===== src/gte_pkg.sv =====
`default_nettype none
// ----------------------------------------------------------------------------
// Graph traversal engine package
// Shared types, constants and the controller/datapath command interface.
// ----------------------------------------------------------------------------
package gte_pkg;

   localparam int MaxVertices  = 32;
   localparam int VertexWidth  = 5;
   localparam int PendingDepth = 512;
   localparam int PendWidth    = 9;
   localparam int FillWidth    = 10;
   localparam int CountWidth   = 6;

   localparam logic [1:0] OP_ADD = 2'd0;
   localparam logic [1:0] OP_DFS = 2'd1;
   localparam logic [1:0] OP_BFS = 2'd2;

   typedef struct packed {
      logic [1:0]             op;
      logic [VertexWidth-1:0] vertex_a;
      logic [VertexWidth-1:0] vertex_b;
   } req_word_type;

   typedef struct packed {
      logic [VertexWidth-1:0] parent_vertex;
      logic [VertexWidth-1:0] child_vertex;
      logic                   has_edge;
      logic                   found;
      logic                   range_error;
      logic                   last;
   } rsp_word_type;

   // Commands from the controller to the datapath.
   typedef struct packed {
      logic load;       // capture request word
      logic add_edge;   // write both adjacency bits
      logic init;       // clear visited, pointers, mark start
      logic load_row;   // take adjacency row of current vertex into scan register
      logic push;       // push lowest set scan bit
      logic pop_take;   // consume popped entry
      logic emit_edge;
      logic emit_status;
      logic emit_add;
   } gte_cmd_type;

   // Status back to the controller.
   typedef struct packed {
      logic op_add;
      logic op_valid;
      logic range_bad;
      logic start_is_end;
      logic scan_empty;
      logic fill_empty;
      logic popped_visited;
      logic popped_is_end;
   } gte_sts_type;

endpackage
`default_nettype wire


===== src/gte_control.sv =====
`default_nettype none
// ----------------------------------------------------------------------------
// Graph traversal controller
// Sequences add, scan, push and pop steps of one request.
// ----------------------------------------------------------------------------
module gte_control (
   input  wire logic                clock,
   input  wire logic                reset,
   input  wire logic                start,
   output logic                     busy,
   output logic                     rsp_valid,
   input  wire gte_pkg::gte_sts_type sts,
   output gte_pkg::gte_cmd_type     cmd
);
   import gte_pkg::*;

   typedef enum logic [8:0] {
      S_IDLE   = 9'b000000001,
      S_DECODE = 9'b000000010,
      S_INIT   = 9'b000000100,
      S_ROW    = 9'b000001000,
      S_PUSH   = 9'b000010000,
      S_POPREQ = 9'b000100000,
      S_POP    = 9'b001000000,
      S_STATUS = 9'b010000000,
      S_DONE   = 9'b100000000
   } state_type;

   state_type state_ff, state_in;
   logic      valid_ff, valid_in;

   // Next state and commands.
   always_comb begin
      state_in = state_ff;
      cmd      = '0;
      valid_in = 1'b0;
      case (state_ff)
         S_IDLE: begin
            if (start) begin
               cmd.load = 1'b1;
               state_in = S_DECODE;
            end
         end
         S_DECODE: begin
            if (!sts.op_valid) begin
               state_in = S_IDLE;
            end else if (sts.op_add) begin
               cmd.add_edge = !sts.range_bad;
               cmd.emit_add = 1'b1;
               valid_in     = 1'b1;
               state_in     = S_DONE;
            end else if (sts.range_bad) begin
               state_in = S_STATUS;
            end else begin
               cmd.init = 1'b1;
               state_in = S_INIT;
            end
         end
         S_INIT: begin
            state_in = sts.start_is_end ? S_STATUS : S_ROW;
         end
         S_ROW: begin
            cmd.load_row = 1'b1;
            state_in     = S_PUSH;
         end
         S_PUSH: begin
            if (sts.scan_empty) begin
               state_in = sts.fill_empty ? S_STATUS : S_POPREQ;
            end else begin
               cmd.push = 1'b1;
            end
         end
         S_POPREQ: begin
            state_in = S_POP;
         end
         S_POP: begin
            cmd.pop_take = 1'b1;
            if (sts.popped_visited) begin
               state_in = S_PUSH;
            end else begin
               cmd.emit_edge = 1'b1;
               valid_in      = 1'b1;
               state_in      = sts.popped_is_end ? S_STATUS : S_ROW;
            end
         end
         S_STATUS: begin
            cmd.emit_status = 1'b1;
            valid_in        = 1'b1;
            state_in        = S_DONE;
         end
         S_DONE: begin
            state_in = S_IDLE;
         end
         default: begin
            state_in = S_IDLE;
         end
      endcase
   end

   // State and strobe registers.
   always_ff @(posedge clock) begin
      if (reset) begin
         state_ff <= S_IDLE;
         valid_ff <= 1'b0;
      end else begin
         state_ff <= state_in;
         valid_ff <= valid_in;
      end
   end

   assign busy      = (state_ff != S_IDLE);
   assign rsp_valid = valid_ff;
endmodule
`default_nettype wire

===== config.mk =====
export PLATFORM = sky130hd
export DESIGN_NAME = gte_control
export DESIGN_NICKNAME = d
export VERILOG_FILES = /design/src/gte_pkg.sv /design/src/gte_control.sv
export SDC_FILE = /design/constraint.sdc
export NUM_CORES = 1
export LEC_CHECK = 0
export CAP_MARGIN = 25
export CORE_UTILIZATION = 25
export DETAILED_ROUTE_END_ITERATION = 12
export DONT_BUFFER_PORTS = 1
export PLACE_DENSITY = 0.52
export SLEW_MARGIN = 25
export SYNTH_ARGS = -nofsm -noshare
export SYNTH_HDL_FRONTEND = slang
export SYNTH_SLANG_ARGS = --single-unit

===== constraint.sdc =====
create_clock -name clock -period 1.9 [get_ports clock]
set_clock_uncertainty 0.2 [all_clocks]
set_input_delay 0.38 -clock clock [delete_from_list [all_inputs] [get_ports clock]]
set_output_delay 0.38 -clock clock [all_outputs]
set_load 0.02 [all_outputs]

==> out/summary.txt <==
Outcome = finished, violations left
Failing checks = negative setup slack
Post-Syn Instances = 81
Worst Setup Start Kind = flip-flop
Synthesized area = 642 sq um
Setup WS pre-CTS = -0.122 ns
Number of buffers created by CTS = 3
Static leakage = 0.405 nW
Syn_nets = 92
Initial antenna violation count = 0
Minimum clock period = 2.26 ns
Clock Pin Slew Worst Setup and Hold Paths = 0.06 ns
Slew Limit Fails = 0
Vias = 661
Total internal power = 0.350 mW
Clock Latency Late Sink = 0.27 ns
RR Startpoint = state_ff[7]$_SDFFE_PP0P_
Final GP Congestion = 0.729
# H-tree levels = 1
Post-Synth Adder-Cell Area = 0
Setup repair after global routing missed its margin = yes
Critical Path End = cmd[7]
Ys flop type = dfxtp_1
Pre-Repair DR Iteration Count = 3
CTS tree = built
Sequential share of the synthesized area = 0.312
Syn avg cell area = 7.92 sq um
Asr flop ratio synth = 0
First-pass GRT wire length = 2880 microns
FF-to-FF End = state_ff[7]$_SDFFE_PP0P_
Register Area = 204 sq um
Placed Area = 833 sq um
Max Cap Viol = 0
Total GRT Usage = 0.146
Post-synth EDFFs = 0
Vias in the first global route = 677
Fin area = 978 sq um
Initial core utilization = 0.277
Synth Area in XOR/XNOR = 0.0136
Iter 0 DRT Violations = 2
Largest family of logic cells by synthesized area = simple AND/OR/NAND/NOR gates
Clk root buf = clkbuf_4
Multiplexer share of the synthesized area = 0
CP Class = reg -> out
Final ANT Viol Nets = 0
Syn-to-layout area delta = 52.4%
Fin nets = 118
Boundary pin count = 22
Clk pwr share = 0.300
Diode count = 0
HP Class = in -> reg
Reg power frac = 0.449
Die H = 52.7 microns
Worst setup EP type = output pin
Synth warnings = 0
Vias/cell = 4.97
WL/cell = 13.9 microns
FF-to-FF setup slack = 0.08 ns
Synth cell types = 30
Fin Setup TNS = -2.04 ns
Slew margin rel. = 0.691
Die ar. = 0.00277 sq mm
Multi-input gate area = 487 sq um
Net Sw Frac = 0.283
Fillers = 248
Worst Path Arrival = 1.68 ns
Peak supply drop = 0.182 mV
Setup violations, final = 9
Most common cell after layout, fill and taps aside = buf_4
Worst EP required = 1.32 ns
Compound-Gate Fraction of Synth Area = 0.131
Largest net degree at the start of global routing = 9
Crit path max fanout = 4
Buffers on Ports = 0
Max Clock Freq = 443 MHz
Register-to-Register Path Depth = 6
Setup crit start = state_ff[2]$_SDFFE_PP0P_
Share of layout cells above drive strength 1 = 0.438
Drt drc = 0
Maximum clock path buffer count = 2
Final Power = 0.489 mW
Number of synthesized register bits = 10
Most frequent cells in the layout = buf_4, nor2_1, dfxtp_1, nand2_1, nor3_1
Final wirelength = 1850 microns
Gate power share = 0.251
Post-synthesis simple-gate area fraction = 0.474
GRT overflow = 0
Num Clock Sinks = 10
Cell row count = 17
Tcrit/Tclk final = 1.19
Final worst slack = -0.359 ns
NetSw = 0.138 mW
PwrDens = 499 mW/mm^2
Measured slew at the worst slew-check pin = 0.458 ns
Detailed placement HPWL = 1400 microns
Die Wd = 52.7 microns
CORE AREA = 0.00232 sq mm
Hold Fails Final Rpt = 0
-- registers in the layout, summed over array words and instances, names as in the netlist --
signal	cells
state_ff	9
rsp_valid	1
-- area by class of cell --
cell class / count / area share
clock buffer: 3 / 0.0230
timing repair buffer: 24 / 0.214
inverter: 5 / 0.0217
sequential: 10 / 0.208
multi-input combinational: 63 / 0.497
tap: 28 / 0.0358
-- metrics by stage --
stage / hold WS [ns] / utilization / instances
floorplan: 0.257 / - / 81
global placement: 0.255 / 0.359 / 126
detailed placement: 0.255 / 0.359 / 126
CTS: 0.000808 / 0.397 / 131
global route: 0.0191 / 0.422 / 133
finish: 0.00886 / 0.422 / 133
-- cell families (layout without fill, tap and decap cells) --
family,Yosys count,in the layout
DFF,10,10
AOI/OAI and AO/OA,13,13
and+or+nand+nor,49,49
buffers and inverters,8,32
xor gates and xnor gates,1,1
-- metal layers --
metal	up-vias	routed length [microns]	global-route usage
met5	-	0	0
met4	0	47	0.0921
met3	5	91	0.0319
met2	16	933	0.249
met1	302	781	0.163
li1	338	-	-
-- worst min-delay path by stage --
stage | startpoint | end | slack [ns] | cells past startpoint
2_1_floorplan | sts[2] | state_ff[5]$_SDFFE_PP0P_ | 0.26 | 1
3_3_place_gp | reset | state_ff[1]$_SDFFE_PP0P_ | 0.25 | 1
3_5_place_dp | reset | state_ff[1]$_SDFFE_PP0P_ | 0.26 | 1
4_1_cts | reset | state_ff[0]$_SDFFE_PP1P_ | 0.0008 | 1
5_1_grt | reset | state_ff[0]$_SDFFE_PP1P_ | 0.02 | 1
6_report | reset | state_ff[0]$_SDFFE_PP1P_ | 0.009 | 1
-- power groups by stage --
stage	clock network, mW	logic (mW)	registers, mW
after CTS	0.157	0.108	0.219
after detailed placement	0	0.0882	0.222
after floorplan	0	0.0631	0.223
after global routing	0.157	0.133	0.219
after global placement	0	0.0877	0.223
final	0.147	0.123	0.219
-- what timing repair did --
item | 4_1_cts | 5_1_grt
endpoints found under the setup margin | 10 | 11
gates resized for setup | 17 | 8
pin swaps | 6 | 2
hold buffers | 2 | 0
endpoints found under the hold margin | 8 | 0
setup buffers | 0 | 3
-- cells in the mapped netlist, types with 2 or more instances --
library cell | count | share of area
nor2_1 | 11 | 0.064
dfxtp_1 | 10 | 0.31
nor3_1 | 8 | 0.062
nand2_1 | 6 | 0.035
inv_1 | 5 | 0.029
nor2b_1 | 5 | 0.049
a21oi_1 | 3 | 0.023
o21ai_0 | 3 | 0.023
a31oi_1 | 2 | 0.019
and2_1 | 2 | 0.019
buf_6 | 2 | 0.035
nand3b_1 | 2 | 0.023
nor3b_1 | 2 | 0.023
nor4_4 | 2 | 0.066
nor4b_1 | 2 | 0.027
nor4bb_1 | 2 | 0.031
-- worst max-delay path, stage by stage, from the launching register on --
cell     delay, ns
dfxtp_2       0.33
nor4_4        0.30
nand2_2       0.08
or2_4         0.28
nor4_4        0.23
buf_4         0.18
Power figures use the tool's default switching activity.
